**config.mk**
```make
export PLATFORM = sky130hd
export DESIGN_NAME = actuator_step_controller_core
export DESIGN_NICKNAME = d
export VERILOG_FILES = /design/src/hdl/asc_pkg.sv /design/src/hdl/asc_step_math.sv /design/src/hdl/actuator_step_controller_core.sv
export SDC_FILE = /design/constraint.sdc
export NUM_CORES = 1
export LEC_CHECK = 0
export BUFFER_PORTS_ARGS = -buffer_cell sky130_fd_sc_hd__buf_2
export CORE_AREA = 2 2 243 125
export DETAILED_ROUTE_END_ITERATION = 6
export DIE_AREA = 0 0 245 127
export GPL_TIMING_DRIVEN = 0
export HOLD_SLACK_MARGIN = 0.08
export PLACE_DENSITY_LB_ADDON = 0.3
export SYNTH_ARGS = -nofsm -noshare
export SYNTH_HDL_FRONTEND = slang
export SYNTH_SLANG_ARGS = --single-unit
```
**constraint.sdc**
```tcl
create_clock -name clk -period 13.54 [get_ports clk]
set_input_delay 1.354 -clock clk [delete_from_list [all_inputs] [get_ports clk]]
set_output_delay 1.354 -clock clk [all_outputs]
set_load 0.01 [all_outputs]
```
**src/hdl/asc_pkg.sv**
```systemverilog
// asc_pkg: shared codes, widths and constants of the actuator step controller
// used by asc_step_math and actuator_step_controller_core; no dependencies
package asc_pkg;

	// field widths of the ports
	localparam int FUNC_W  = 2;
	localparam int MODE_W  = 2;
	localparam int CLASS_W = 3;
	localparam int ACLS_W  = 2;
	localparam int TAG_W   = 32;
	localparam int TIME_W  = 64;
	localparam int ERR_W   = 3;
	localparam int DRIVE_W = 11;
	localparam int POS_W   = 16;

	// default for the frame id compare width
	localparam int FRAME_WIDTH_DEF = 32;

	// internal width of the step arithmetic: target minus position and the new sum
	localparam int MATH_W = 18;

	// command codes
	localparam logic [FUNC_W-1:0] FUNC_RESET = 2'd0;
	localparam logic [FUNC_W-1:0] FUNC_STEP  = 2'd1;
	localparam logic [FUNC_W-1:0] FUNC_STOP  = 2'd2;
	localparam logic [FUNC_W-1:0] FUNC_UNK   = 2'd3;

	// mode codes
	localparam logic [MODE_W-1:0] MODE_FIXED      = 2'd0;
	localparam logic [MODE_W-1:0] MODE_CLASSIFIER = 2'd1;

	// class codes
	localparam logic [CLASS_W-1:0] CLS_UNKNOWN = 3'd0;
	localparam logic [CLASS_W-1:0] CLS_LEFT    = 3'd1;
	localparam logic [CLASS_W-1:0] CLS_CENTER  = 3'd2;
	localparam logic [CLASS_W-1:0] CLS_RIGHT   = 3'd3;

	// error codes
	localparam logic [ERR_W-1:0] ERR_OK    = 3'd0;
	localparam logic [ERR_W-1:0] ERR_STATE = 3'd1;
	localparam logic [ERR_W-1:0] ERR_MODE  = 3'd2;
	localparam logic [ERR_W-1:0] ERR_CLASS = 3'd3;
	localparam logic [ERR_W-1:0] ERR_CMD   = 3'd4;

	// step constants
	localparam int TGT_LEFT    = -20000;
	localparam int TGT_RIGHT   = 20000;
	localparam int DRIVE_LIMIT = 1000;
	localparam int POS_STEP    = 4;
	localparam int DRIVE_DIV   = 16;
	localparam int POS_SHIFT   = $clog2(POS_STEP);
	localparam int DIV_SHIFT   = $clog2(DRIVE_DIV);
	localparam int POS_MAX     = 32767;
	localparam int POS_MIN     = -32768;

endpackage

```
**src/hdl/asc_step_math.sv**
```systemverilog
// asc_step_math: drive and next position of one step toward a class target
// depends on asc_pkg for widths and step constants
module asc_step_math (
	input  logic        [asc_pkg::ACLS_W-1:0]  cls,
	input  logic signed [asc_pkg::POS_W-1:0]   pos,
	output logic signed [asc_pkg::DRIVE_W-1:0] drive,
	output logic signed [asc_pkg::POS_W-1:0]   pos_next
);

	localparam int W = asc_pkg::MATH_W;

	logic signed [W-1:0] target;
	logic signed [W-1:0] diff;
	logic signed [W-1:0] biased;
	logic signed [W-1:0] quo;
	logic signed [W-1:0] drv_clamped;
	logic signed [W-1:0] sum;

	// target of the applied class
	always_comb begin
		case (cls)
			asc_pkg::CLS_LEFT[asc_pkg::ACLS_W-1:0]:  target = W'(asc_pkg::TGT_LEFT);
			asc_pkg::CLS_RIGHT[asc_pkg::ACLS_W-1:0]: target = W'(asc_pkg::TGT_RIGHT);
			default:                                 target = '0;
		endcase
	end

	// divide by a power of two, truncating toward zero
	always_comb begin
		diff   = target - W'(pos);
		biased = diff + (diff[W-1] ? W'(asc_pkg::DRIVE_DIV - 1) : W'(0));
		quo    = biased >>> asc_pkg::DIV_SHIFT;
	end

	// clamp the drive
	always_comb begin
		if (quo > W'(asc_pkg::DRIVE_LIMIT)) begin
			drv_clamped = W'(asc_pkg::DRIVE_LIMIT);
		end else if (quo < W'(-asc_pkg::DRIVE_LIMIT)) begin
			drv_clamped = W'(-asc_pkg::DRIVE_LIMIT);
		end else begin
			drv_clamped = quo;
		end
		drive = drv_clamped[asc_pkg::DRIVE_W-1:0];
	end

	// move the position and saturate to the position range
	always_comb begin
		sum = W'(pos) + (drv_clamped <<< asc_pkg::POS_SHIFT);
		if (sum > W'(asc_pkg::POS_MAX)) begin
			pos_next = asc_pkg::POS_W'(asc_pkg::POS_MAX);
		end else if (sum < W'(asc_pkg::POS_MIN)) begin
			pos_next = asc_pkg::POS_W'(asc_pkg::POS_MIN);
		end else begin
			pos_next = sum[asc_pkg::POS_W-1:0];
		end
	end

endmodule

```
**src/hdl/actuator_step_controller_core.sv**
```systemverilog
// actuator_step_controller_core: command-driven one-axis actuator stepper
// depends on asc_pkg and asc_step_math
//
// channel | direction | handshake            | word
// --------+-----------+----------------------+-----------------------------------------
// in      | to core   | in_valid / in_stall  | func, mode, class_in, frame_tag, sent_time
// out     | from core | out_valid / out_stall| error_code .. duplicate (one per command)
//
// each command passes through the input register, then its decode and step math land in
// the output register as its status word. a new command is taken every cycle unless
// a full output register is stalled; the position and cache registers are
// updated when a command moves into the output register, so the next one sees them.
// out_stall holds the output register and backs up into in_stall within the cycle.
// arst_n clears the valid flags, the position, the halt flag and the cache.
module actuator_step_controller_core #(
	parameter int FRAME_WIDTH = asc_pkg::FRAME_WIDTH_DEF
) (
	input  logic                                clk,
	input  logic                                arst_n,
	input  logic                                in_valid,
	output logic                                in_stall,
	input  logic        [asc_pkg::FUNC_W-1:0]   func,
	input  logic        [asc_pkg::MODE_W-1:0]   mode,
	input  logic        [asc_pkg::CLASS_W-1:0]  class_in,
	input  logic        [asc_pkg::TAG_W-1:0]    frame_tag,
	input  logic        [asc_pkg::TIME_W-1:0]   sent_time,
	output logic                                out_valid,
	input  logic                                out_stall,
	output logic        [asc_pkg::ERR_W-1:0]    error_code,
	output logic                                status_valid,
	output logic                                run_status,
	output logic        [asc_pkg::ACLS_W-1:0]   class_used,
	output logic        [asc_pkg::TAG_W-1:0]    frame_echo,
	output logic signed [asc_pkg::DRIVE_W-1:0]  drive,
	output logic signed [asc_pkg::POS_W-1:0]    position,
	output logic        [asc_pkg::TIME_W-1:0]   time_echo,
	output logic                                duplicate
);

	// frame ids compare on the low bits only
	localparam int TagW = (FRAME_WIDTH < asc_pkg::TAG_W) ? FRAME_WIDTH : asc_pkg::TAG_W;

	// input register
	logic                          valid_s1;
	logic [asc_pkg::FUNC_W-1:0]    func_s1;
	logic [asc_pkg::MODE_W-1:0]    mode_s1;
	logic [asc_pkg::CLASS_W-1:0]   class_s1;
	logic [TagW-1:0]               tag_s1;
	logic [asc_pkg::TIME_W-1:0]    time_s1;

	// output register
	logic                          valid_s2;

	// controller state
	logic signed [asc_pkg::POS_W-1:0]   pos_q;
	logic                               halted_q;
	logic                               cache_valid_q;
	logic [TagW-1:0]                    last_frame_q;
	logic [asc_pkg::ACLS_W-1:0]         cached_class_q;
	logic signed [asc_pkg::DRIVE_W-1:0] cached_drive_q;
	logic signed [asc_pkg::POS_W-1:0]   cached_pos_q;
	logic [asc_pkg::TIME_W-1:0]         cached_time_q;

	// handshake
	logic in_acc;
	logic advance;
	logic take;

	// decode results
	logic [asc_pkg::ERR_W-1:0]          res_err;
	logic                               res_run;
	logic [asc_pkg::ACLS_W-1:0]         res_cls;
	logic [asc_pkg::TAG_W-1:0]          res_frame;
	logic signed [asc_pkg::DRIVE_W-1:0] res_drive;
	logic signed [asc_pkg::POS_W-1:0]   res_pos;
	logic [asc_pkg::TIME_W-1:0]         res_time;
	logic                               res_dup;
	logic                               do_reset;
	logic                               do_stop;
	logic                               do_step;

	logic [asc_pkg::TAG_W-1:0]          tag_ext;
	logic [asc_pkg::TAG_W-1:0]          last_ext;
	logic [asc_pkg::ACLS_W-1:0]         step_cls;
	logic signed [asc_pkg::DRIVE_W-1:0] step_drive;
	logic signed [asc_pkg::POS_W-1:0]   step_pos;

	// flow control
	assign advance  = !valid_s2 || !out_stall;
	assign in_stall = valid_s1 && !advance;
	assign in_acc   = in_valid && !in_stall;
	assign take     = valid_s1 && advance;

	// input register
	always_ff @(posedge clk or negedge arst_n) begin
		if (!arst_n) begin
			valid_s1 <= 1'b0;
		end else if (in_acc) begin
			valid_s1 <= 1'b1;
		end else if (advance) begin
			valid_s1 <= 1'b0;
		end
	end

	always_ff @(posedge clk) begin
		if (in_acc) begin
			func_s1  <= func;
			mode_s1  <= mode;
			class_s1 <= class_in;
			tag_s1   <= frame_tag[TagW-1:0];
			time_s1  <= sent_time;
		end
	end

	// zero-extended frame ids for the status word
	always_comb begin
		tag_ext  = '0;
		last_ext = '0;
		tag_ext[TagW-1:0]  = tag_s1;
		last_ext[TagW-1:0] = last_frame_q;
	end

	// class applied by a step: fixed mode always centers
	assign step_cls = (mode_s1 == asc_pkg::MODE_FIXED)
		? asc_pkg::CLS_CENTER[asc_pkg::ACLS_W-1:0]
		: class_s1[asc_pkg::ACLS_W-1:0];

	asc_step_math u_math (
		.cls      (step_cls),
		.pos      (pos_q),
		.drive    (step_drive),
		.pos_next (step_pos)
	);

	// command decode, checks in priority order
	always_comb begin
		res_err   = asc_pkg::ERR_OK;
		res_run   = 1'b0;
		res_cls   = '0;
		res_frame = '0;
		res_drive = '0;
		res_pos   = '0;
		res_time  = '0;
		res_dup   = 1'b0;
		do_reset  = 1'b0;
		do_stop   = 1'b0;
		do_step   = 1'b0;
		if (mode_s1 > asc_pkg::MODE_CLASSIFIER) begin
			res_err = asc_pkg::ERR_MODE;
		end else if (class_s1 > asc_pkg::CLS_RIGHT) begin
			res_err = asc_pkg::ERR_CLASS;
		end else begin
			unique case (func_s1)
				asc_pkg::FUNC_RESET: begin
					res_cls   = asc_pkg::CLS_CENTER[asc_pkg::ACLS_W-1:0];
					res_frame = tag_ext;
					res_time  = time_s1;
					do_reset  = 1'b1;
				end
				asc_pkg::FUNC_STEP: begin
					if (halted_q) begin
						res_err = asc_pkg::ERR_STATE;
					end else if (cache_valid_q && tag_s1 == last_frame_q) begin
						// repeated frame: replay the cached status
						res_cls   = cached_class_q;
						res_frame = last_ext;
						res_drive = cached_drive_q;
						res_pos   = cached_pos_q;
						res_time  = cached_time_q;
						res_dup   = 1'b1;
					end else if (mode_s1 == asc_pkg::MODE_CLASSIFIER &&
						class_s1 == asc_pkg::CLS_UNKNOWN) begin
						res_err = asc_pkg::ERR_CLASS;
					end else begin
						res_cls   = step_cls;
						res_frame = tag_ext;
						res_drive = step_drive;
						res_pos   = step_pos;
						res_time  = time_s1;
						do_step   = 1'b1;
					end
				end
				asc_pkg::FUNC_STOP: begin
					res_run   = 1'b1;
					res_cls   = asc_pkg::CLS_CENTER[asc_pkg::ACLS_W-1:0];
					res_frame = tag_ext;
					res_pos   = pos_q;
					res_time  = time_s1;
					do_stop   = 1'b1;
				end
				default: begin
					res_err = asc_pkg::ERR_CMD;
				end
			endcase
		end
	end

	// controller state, updated as a command enters the output register
	always_ff @(posedge clk or negedge arst_n) begin
		if (!arst_n) begin
			pos_q          <= '0;
			halted_q       <= 1'b0;
			cache_valid_q  <= 1'b0;
			last_frame_q   <= '0;
			cached_class_q <= '0;
			cached_drive_q <= '0;
			cached_pos_q   <= '0;
			cached_time_q  <= '0;
		end else if (take) begin
			if (do_reset) begin
				pos_q          <= '0;
				halted_q       <= 1'b0;
				cache_valid_q  <= 1'b0;
				last_frame_q   <= '0;
				cached_class_q <= '0;
				cached_drive_q <= '0;
				cached_pos_q   <= '0;
				cached_time_q  <= '0;
			end else if (do_stop) begin
				halted_q <= 1'b1;
			end else if (do_step) begin
				pos_q          <= step_pos;
				cache_valid_q  <= 1'b1;
				last_frame_q   <= tag_s1;
				cached_class_q <= step_cls;
				cached_drive_q <= step_drive;
				cached_pos_q   <= step_pos;
				cached_time_q  <= time_s1;
			end
		end
	end

	// output register
	always_ff @(posedge clk or negedge arst_n) begin
		if (!arst_n) begin
			valid_s2 <= 1'b0;
		end else if (advance) begin
			valid_s2 <= valid_s1;
		end
	end

	always_ff @(posedge clk) begin
		if (take) begin
			error_code    <= res_err;
			status_valid  <= (res_err == asc_pkg::ERR_OK);
			run_status    <= res_run;
			class_used    <= res_cls;
			frame_echo    <= res_frame;
			drive         <= res_drive;
			position      <= res_pos;
			time_echo     <= res_time;
			duplicate     <= res_dup;
		end
	end

	assign out_valid = valid_s2;

endmodule
```
Word-level counts from Yosys, hierarchy flattened --
Cells that the tools add are included.
Storage, ports and cells: logic and storage cells 128, output and inout port bits 133, register bits 363, bits of input ports 107
Cells by class: order comparisons 6, bitwise gates (word level) 1, muxes and demuxes 66, equality and inequality tests 7, reductions and logical operators 22, $add $sub $neg 3
Operator list (number):
- 2-to-1 mux 64 bit | 6
- 2-to-1 mux 32 bit | 6
- 2-to-1 mux 16 bit | 10
- case mux 64 bit (2 select lines) | 1
- case mux 32 bit (2 select lines) | 1
- 2-to-1 mux 11 bit | 5
- case mux 18 bit (2 select lines) | 1
- equality test 32 bit | 1
- case mux 16 bit (2 select lines) | 1
- 2-to-1 mux 1 bit | 20
- 2-to-1 mux 2 bit | 10
- adder 16 x 18 -> 18 bit | 1
- adder 18 x 5 -> 18 bit | 1
- greater-than comparator 18 x 16 -> 1 bit (second input constant) | 1
- < comparator 18 x 16 -> 1 bit (second input constant) | 1
- subtractor 18 x 16 -> 18 bit | 1
- greater-than comparator 14 x 11 -> 1 bit (second input constant) | 1
- < comparator 14 x 11 -> 1 bit (second input constant) | 1
- equality test 2 x 1 -> 1 bit (second input constant) | 3
- logical NOT 3 bit | 2
- 2-to-1 mux 3 bit | 2
- case mux 3 bit (2 select lines) | 1
- nonzero test 2 bit | 3
- logical AND 1 bit | 5
- other kinds (14) | 20

Longest topological paths before layout --
Gate-level depths: netlist of the first run.
word-level depth 18, mapped depth 36, depth with buffers taken out 31

By module --
From an unflattened synthesis of the first run, not the netlist that was laid out.
Unflattened totals: cell total of the unflattened synthesis 1202, area, all modules 16316.9 um^2
By module, submodules not included:
- actuator_step_controller_core | area an instance 13874.6 um^2, instances 1, cells each 841, seq. area each 10254.8 um^2
- asc_step_math | area an instance 2442.3 um^2, instances 1, cells each 361, seq. area each 0.0 um^2

Least setup slack after synthesis of the first run --
OpenSTA, ideal clock, no wires.
path type reg-to-reg, start point register mode_s1[1] (netlist bit), end point register position[14] (netlist bit), data pin, cell stages (with the launch flop) 30, arrival 6566 ps, clock period less this slack 6827 ps, path buffers 3, library setup time 261 ps, required time 13279 ps, path slack 6713 ps, cell sequence edfxtp_1 buf_2 o21ai_2 inv_2 buf_2 ha_1 nor4b_4 a21oi_2 o32a_4 o31a_1 nor4_1 nor2_1 nor2_1 nand2_1 or3_1 ha_1 clkbuf_1 nand2b_1 nor3_1 ha_1 a21o_1 a21o_1 a21o_1 and2_1 a31oi_1 o21ai_0 o31a_1 a21oi_4 nor3_2 a221o_1
Between the ends: word-level cells in the longest chain between the ends 18, elaborated cells on any way between the ends 25, those cells by class 3 x add/sub; 5 x order compare; 3 x eq/ne; 11 x mux; 3 x reduce/logical
RTL lines:
- start, declared | RTL line actuator_step_controller_core.sv:46 | logic [asc_pkg::MODE_W-1:0] mode_s1;
- start signal, assigned | RTL line actuator_step_controller_core.sv:108 | mode_s1 <= mode;
- logical NOT 2 bit | RTL line actuator_step_controller_core.sv:124 | assign step_cls = (mode_s1 == asc_pkg::MODE_FIXED)
- 2-to-1 mux 2 bit | RTL line actuator_step_controller_core.sv:125 | ? asc_pkg::CLS_CENTER[asc_pkg::ACLS_W-1:0]
- equality test 2 bit or equality test 2 x 1 -> 1 bit (tied branches) | RTL line asc_step_math.sv:21 | case (cls)
- case mux 18 bit (2 select lines) | RTL line asc_step_math.sv:21
- subtractor 18 x 16 -> 18 bit | RTL line asc_step_math.sv:30 | diff = target - W'(pos);
- 2-to-1 mux 4 bit | RTL line asc_step_math.sv:31 | biased = diff + (diff[W-1] ? W'(asc_pkg::DRIVE_DIV - 1) : W'(0));
- adder 18 x 5 -> 18 bit | RTL line asc_step_math.sv:31
- < comparator 14 x 11 -> 1 bit | RTL line asc_step_math.sv:39 | end else if (quo < W'(-asc_pkg::DRIVE_LIMIT)) begin
- (+2 left out)
- adder 16 x 18 -> 18 bit | RTL line asc_step_math.sv:49 | sum = W'(pos) + (drv_clamped <<< asc_pkg::POS_SHIFT);
- < comparator 18 x 16 -> 1 bit | RTL line asc_step_math.sv:52 | end else if (sum < W'(asc_pkg::POS_MIN)) begin
- 2-to-1 mux 16 bit | RTL line asc_step_math.sv:52
- 2-to-1 mux 16 bit | RTL line asc_step_math.sv:50 | if (sum > W'(asc_pkg::POS_MAX)) begin
- 2-to-1 mux 16 bit | RTL line actuator_step_controller_core.sv:171 | end else if (mode_s1 == asc_pkg::MODE_CLASSIFIER &&
- 2-to-1 mux 16 bit | RTL line actuator_step_controller_core.sv:163 | end else if (cache_valid_q && tag_s1 == last_frame_q) begin
- 2-to-1 mux 16 bit | RTL line actuator_step_controller_core.sv:161 | if (halted_q) begin
- case mux 16 bit (2 select lines) | RTL line actuator_step_controller_core.sv:153 | unique case (func_s1)
- end signal, assigned | RTL line actuator_step_controller_core.sv:250 | position <= res_pos;
- end, declared | RTL line actuator_step_controller_core.sv:35 | output logic signed [asc_pkg::POS_W-1:0] position,
Parallel ways exist; a longest one is shown, timed or not. A chain may end at the register's enable or synchronous reset.

Worst setup path after layout of the first run --
Same ends and word-level chain as after synthesis.

==> results of run 1 <==
-- sequential cells by signal, indices dropped and copies added (netlist names), 3 cells and up --
register	cells
cached_time_q	64
time_echo	64
time_s1	64
frame_echo	32
last_ext	32
tag_ext	32
cached_pos_q	16
position	16
cached_drive_q	11
drive	11
class_s1	3
error_code	3
-- logic make-up (layout without fill, tap and decap cells) --
logic type	Yosys count	in the layout	synth area share (%)
other cells	0	8	0
xor+xnor	64	64	3.687
fa+ha+maj	24	24	1.919
mux	7	7	0.4441
buf+inv	97	398	2.450
simple gates	212	212	6.835
compound gates	383	383	19.67
flops	363	363	64.99
-- layout by cell type, fill, tap and decap left out, drive strengths merged, types with 4 or more instances in the layout --
cell	instances
clkinv	6
edfxtp	234
a211o	5
ha	21
a221o	18
nor3	28
nand2b	13
diode	8
inv	27
o211ai	8
o31ai	6
and3	7
nand2	52
and2	8
a21o	10
nand3	21
xnor2	27
dfrtp	129
mux2i	7
nor2b	7
xor2	36
buf	255
clkbuf	109
or3	7
nand4	4
a21oi	38
a211oi	8
o21ai	41
nor3b	6
a22o	209
o21a	7
nor2	45
nor4	8
-- metal layers --
metal / GRT usage (%) / vias to the layer above / share of wire, %
met5: 0 / - / 0.099
met4: 9.684 / 6 / 3.3
met3: 4.706 / 98 / 5.6
met2: 42.73 / 387 / 48
met1: 36.67 / 5766 / 43
li1: - / 5063 / -
-- through the flow --
step / instances / cell area (um^2) / total power [uW]
4_1_cts: 1842 / 18610 / 3866
3_5_place_dp: 1784 / 17590 / 2969
3_3_place_gp: 1780 / 17460 / 2952
5_1_grt: 1849 / 18630 / 4085
6_report: 1850 / 18630 / 3869
2_1_floorplan: 1150 / 15780 / 2509
-- final timing paths --
path	from	endpoint	slack [ps]	depth (start not counted)
hold reg to reg	cached_class_q[0]	cached_class_q[0]	490	2
setup reg to reg	mode_s1[1]	position[14]	5110	32
hold / removal	cached_class_q[0]	cached_class_q[0]	490	2
min in group asynchronous	arst_n	cached_time_q[26]	790	1
max in group asynchronous	arst_n	cached_drive_q[7]	11950	2
setup / recovery	mode_s1[1]	position[14]	5110	32
-- layout make-up --
type	instances	area [um^2]
sequential	363	10250
fill	2185	10160
multi-input combinational	690	5146
timing repair buffer	243	1313
clock buffer	49	923.4
tap	391	489.2
buffer	72	292.8
clock inverter	9	96.34
inverter	25	93.84
antenna	8	20.02
-- report_power, final --
group / internal [uW] / total [uW] / switching [uW]
Sequential: 1320 / 1420 / 91.3
Combinational: 556 / 1550 / 999
Clock: 491 / 899 / 408
Total: 2370 / 3870 / 1500
-- worst max-delay path: cells and delay by family (launching register included) --
family          cells  cell delay (ps)
compound gates     11             3330
xor+xnor            1              190
fa+ha+maj           4             1210
buf+inv             6             1050
flops               1              350
simple gates       10             1970
==> impl_metrics.tcl, run 1 <==
set metrics [dict create \
    first_global_vias 11190 \
    start_kind "flip-flop" \
    overflow 0 \
    cts_root_buf "clkbuf_16" \
    h-tree-depth 1 \
    timing.final.crit_share_pct 62.23 \
    drive_gt1_share_pct 21.98 \
    worst_slew_pin_slew_ps 1351 \
    grt_max_degree 72 \
    gp_congestion 0.9214 \
    cts_sinks 363 \
    max_freq_mhz 118.7 \
    critPathMaxStageDelay_ps 510 \
    place_ws_ps 5297 \
    io_pins 240 \
    leakage_uw 0.007764 \
    cts_tree "done" \
    cts_hold_buffers 0 \
    synth_commonest_cells "edfxtp_1, a22o_1, dfrtp_1, clkbuf_1, nand2_1" \
    syn_inst 1150 \
    whs_ps 489.0 \
    fin_ws_ps 5114 \
    vdd_drop_max_v 0.0001912 \
    tns_ps 0 \
    yosys-top-cells-area "edfxtp_1, dfrtp_1, a22o_1" \
    synth_top_area_share_pct 44.53 \
    slew_violations 0 \
    clkSlewWorstSetupHoldPaths_ps 80 \
    layout.nets 1555 \
    start_util_pct 54.80 \
    rows 44 \
    area_delta_synth_final_pct 18.06 \
    grt_pass1_wl_um 63580 \
    cap_violations 0 \
    hp-class "reg -> reg" \
    fin_util_pct 64.70 \
    post-route-min-period_ps 8426 \
    track_usage_pct 26.51 \
    clk_path_buf_depth 3 \
    synth_nets 1279 \
    dieArea_um2 31120 \
    drtAntennaViolNets 0 \
    grt_setup_unrepaired "no" \
    coreArea_um2 28790 \
    first_iter_violations 943 \
    drc_errors 0 \
    synth.ff_latch_count 363 \
    yosysMostFrequentCell "edfxtp_1" \
    synth_warnings 0 \
    crit_type "reg -> reg" \
    synth.distinct_cells 80 \
    antenna_found_initial 11 \
    power_density_nw_per_um2 207.7 \
    die_w_um 245 \
    cts_setup_buffers 0 \
    endpoint_kind "flip-flop" \
    ys_seq_area_share_pct 64.99 \
    via_per_inst 6.119 \
    crit_arrival_ps 8750 \
    dp_hpwl_um 29330 \
    die_h_um 127 \
    clock_skew_ps 23.41 \
    slew_headroom_pct 9.225 \
    worstPathRequired_ps 13860 \
    slowest_stage "a2111oi_0" \
    cp_max_fo 10 \
    drt_first_pass_iters 5 \
    setup_violations 0 \
    status "complete, no violations" \
    synth.avg_cell_area_um2 13.72 \
    synth_edf_count 234 \
    clk_latency_ps 590 \
    synthArstFlopShare_pct 35.54 \
    synth_area_um2 15780 \
    portBuffers 239 \
    num_vias 11320 \
    post_cts_resized 0 \
    routed_wl_um 41380 \
    hold_viol 0 \
    yosys_most_used_dff "edfxtp_1" \
    synth_top_area_cell "edfxtp_1" \
    drt-wirelength-per-cell_um 22.37 \
    cts_buffers 31 \
]
Power figures use the tool's default switching activity.
==> inputs of run 2 (changes only) <==
--- a/config.mk
+++ b/config.mk
@@ -6,9 +6,9 @@
 export NUM_CORES = 1
 export LEC_CHECK = 0
 export BUFFER_PORTS_ARGS = -buffer_cell sky130_fd_sc_hd__buf_2
-export CORE_AREA = 2 2 243 125
+export CORE_AREA = 2 2 250 129
 export DETAILED_ROUTE_END_ITERATION = 6
-export DIE_AREA = 0 0 245 127
+export DIE_AREA = 0 0 252 131
 export GPL_TIMING_DRIVEN = 0
 export HOLD_SLACK_MARGIN = 0.08
 export PLACE_DENSITY_LB_ADDON = 0.3
==> constraint.sdc (replaced) <==
create_clock -name clk -period 7.1 [get_ports clk]
set_input_delay 0.71 -clock clk [delete_from_list [all_inputs] [get_ports clk]]
set_output_delay 0.71 -clock clk [all_outputs]
set_load 0.01 [all_outputs]
==> run 2 against run 1 <==
Compared with the run above:
- the flow now finishes with violations (capacitance limit, slew limit)
- wire length rose by 11%
- non-clock buffer count is 28 higher
- combinational power rose by 140%
- final cell count up 2.3%
- maximum frequency is 22% higher
- via count grew 2.1%
- setup slack worse by 4900 ps
- register-to-register slack got worse by 4900 ps
- sequential cell count unchanged
- total power is 110% higher
- sequential share of layout area down 1.6 points
- critical path type unchanged
- critical endpoint is now position[8]
==> impl_metrics.tcl, run 2 (synthesized netlist as in run 1, its figures left out) <==
set metrics [dict create \
    status "complete, but fails checks" \
    violations "capacitance limit, slew limit" \
    final_cell_mix "buf_2, edfxtp_1, a22o_1" \
    drtAntennaViolNets 0 \
    top_regs "cached_time_q x64, time_echo x64, time_s1 x64" \
    layout.nets 1586 \
    num_vias 11560 \
    met2_length_um 18030 \
    clkSlewWorstSetupHoldPaths_ps 60 \
    via_per_inst 6.110 \
    slew_headroom_pct -7.133 \
    start_kind "flip-flop" \
    routed_wl_um 45910 \
    slowest_stage "a221o_1" \
    regArea_um2 10250 \
    cts_root_buf "clkbuf_16" \
    hp-class "in -> async" \
    io_pins 240 \
    track_usage_pct 27.54 \
    portBuffers 239 \
    drt-wirelength-per-cell_um 24.27 \
    critical-path-top-delay-family "simple AND/OR/NAND/NOR gates" \
    top_layer "met5" \
    leakage_uw 0.007976 \
    multiInputGateArea_um2 5453 \
    dp_hpwl_um 32180 \
    startpoint "mode_s1[1]" \
    first_iter_violations 1199 \
    final_common_cell "buf_2" \
    reg2reg_depth 31 \
    h-tree-depth 2 \
    gp_congestion 1.019 \
    clk_latency_ps 520 \
    max_freq_mhz 144.4 \
    ff2ff_setup_slack_ps 180 \
    cts_hold_buffers 0 \
    tns_ps 0 \
    endpoint_kind "flip-flop" \
    met1_length_um 21420 \
    slew_violations 9 \
    wl_met3_um 5504 \
    power_density_nw_per_um2 423.9 \
    worstPathRequired_ps 7340 \
    clk_path_buf_depth 3 \
    setup_violations 0 \
    overflow 0 \
    total_power_uw 8137 \
    drive_gt1_share_pct 26.89 \
    grt_max_degree 77 \
    die_w_um 252 \
    first_global_vias 10820 \
    whs_ps 247.8 \
    cts_sinks 363 \
    worst_slew_pin_slew_ps 1595 \
    vdd_drop_max_v 0.0002753 \
    dieArea_um2 33010 \
    cts_buffers 34 \
    cp.buffers_inverters 4 \
    post-route-min-period_ps 6925 \
    hold_viol 0 \
    area_delta_synth_final_pct 21.66 \
    die_h_um 131 \
    drt_first_pass_iters 6 \
    timing.final.crit_share_pct 97.53 \
    clock_skew_ps 15.85 \
    cap_violations 1 \
    drc_errors 0 \
    rr_startpoint "mode_s1[1]" \
    crit_arrival_ps 7170 \
    cp_max_fo 10 \
    crit_type "reg -> reg" \
    grt_pass1_wl_um 67410 \
    antenna_found_initial 5 \
    coreArea_um2 30960 \
    path_depth 31 \
    final.fill_count 2400 \
    critPathMaxStageDelay_ps 430 \
    start_util_pct 50.96 \
    rows 46 \
    cts_tree "done" \
]
run 2: changes by cell type in the layout (fill, tap and decap cells not counted), moves of 5 or more:
cell / previous run / this run
clkbuf_1: 70 / 65
clkbuf_8: 8 / 2
o21ai_0: 32 / 25
clkinv_1: 0 / 5
nor2_1: 45 / 35
o21ai_2: 1 / 7
buf_4: 1 / 30
nor3_1: 25 / 20
nor2_2: 0 / 8
run 2: final timing paths:
check | to
worst max-delay path | position[8]
worst min-delay path | cached_drive_q[9]
worst max register to register | position[8]
worst min register to register | cache_valid_q
max in group asynchronous | cached_time_q[27]
min in group clk | time_s1[53]
run 2: final cells by class:
cell class                 instances  share of cell area, %
multi-input combinational        690                  28.41
buffer                            70                  1.551
timing repair buffer             273                  8.017
sequential                       363                  53.42
tap                              408                  2.659
clock buffer                      47                  4.902
antenna                            4                0.05214
clock inverter                    12                 0.4758
inverter                          25                 0.5149
run 2: stage by stage:
step	setup WS (ps)	instance area [um^2]	std cells	utilization [%]
final	175.2	19200	1892	61.99
after global routing	-43.37	19190	1888	61.96
after CTS	14.35	18900	1871	61.03
after detailed placement	-1152	17610	1801	56.87
after global placement	-1119	17490	1797	56.47
after floorplan	272.9	15780	1150	-
run 2: worst register-to-register path: cells and delay by family, from the launching register on:
| kind | cells | cell delay, ps |
|---|---|---|
| AND/OR/NAND/NOR | 14 | 2430 |
| buffers and inverters | 4 | 500 |
| flip-flops | 1 | 370 |
| adder cells (fa/ha/maj) | 4 | 1110 |
| AO/OA/AOI/OAI | 9 | 2240 |
run 2: repair_timing:
| action | 4_1_cts | 5_1_grt |
|---|---|---|
| pin swaps | 9 | 17 |
| setup buffers | 12 | 18 |
| endpoints found under the setup margin | 32 | 31 |
| gates resized for setup | 43 | 44 |
| gates cloned | 0 | 0 |
run 2: power breakdown:
part	internal [uW]	total (uW)	leakage [uW]	switching (uW)
clock	968	1750	0.000502	778
combinational	1430	3690	0.00343	2260
sequential	2530	2700	0.00405	176
total	4920	8140	0.00798	3220
run 2: routing by layer:
metal | up-vias | global-route usage [%]
met5 | - | 0
li1 | 5121 | -
met3 | 67 | 10.66
met4 | 2 | 6.056
met2 | 622 | 35.81
met1 | 5749 | 42.79
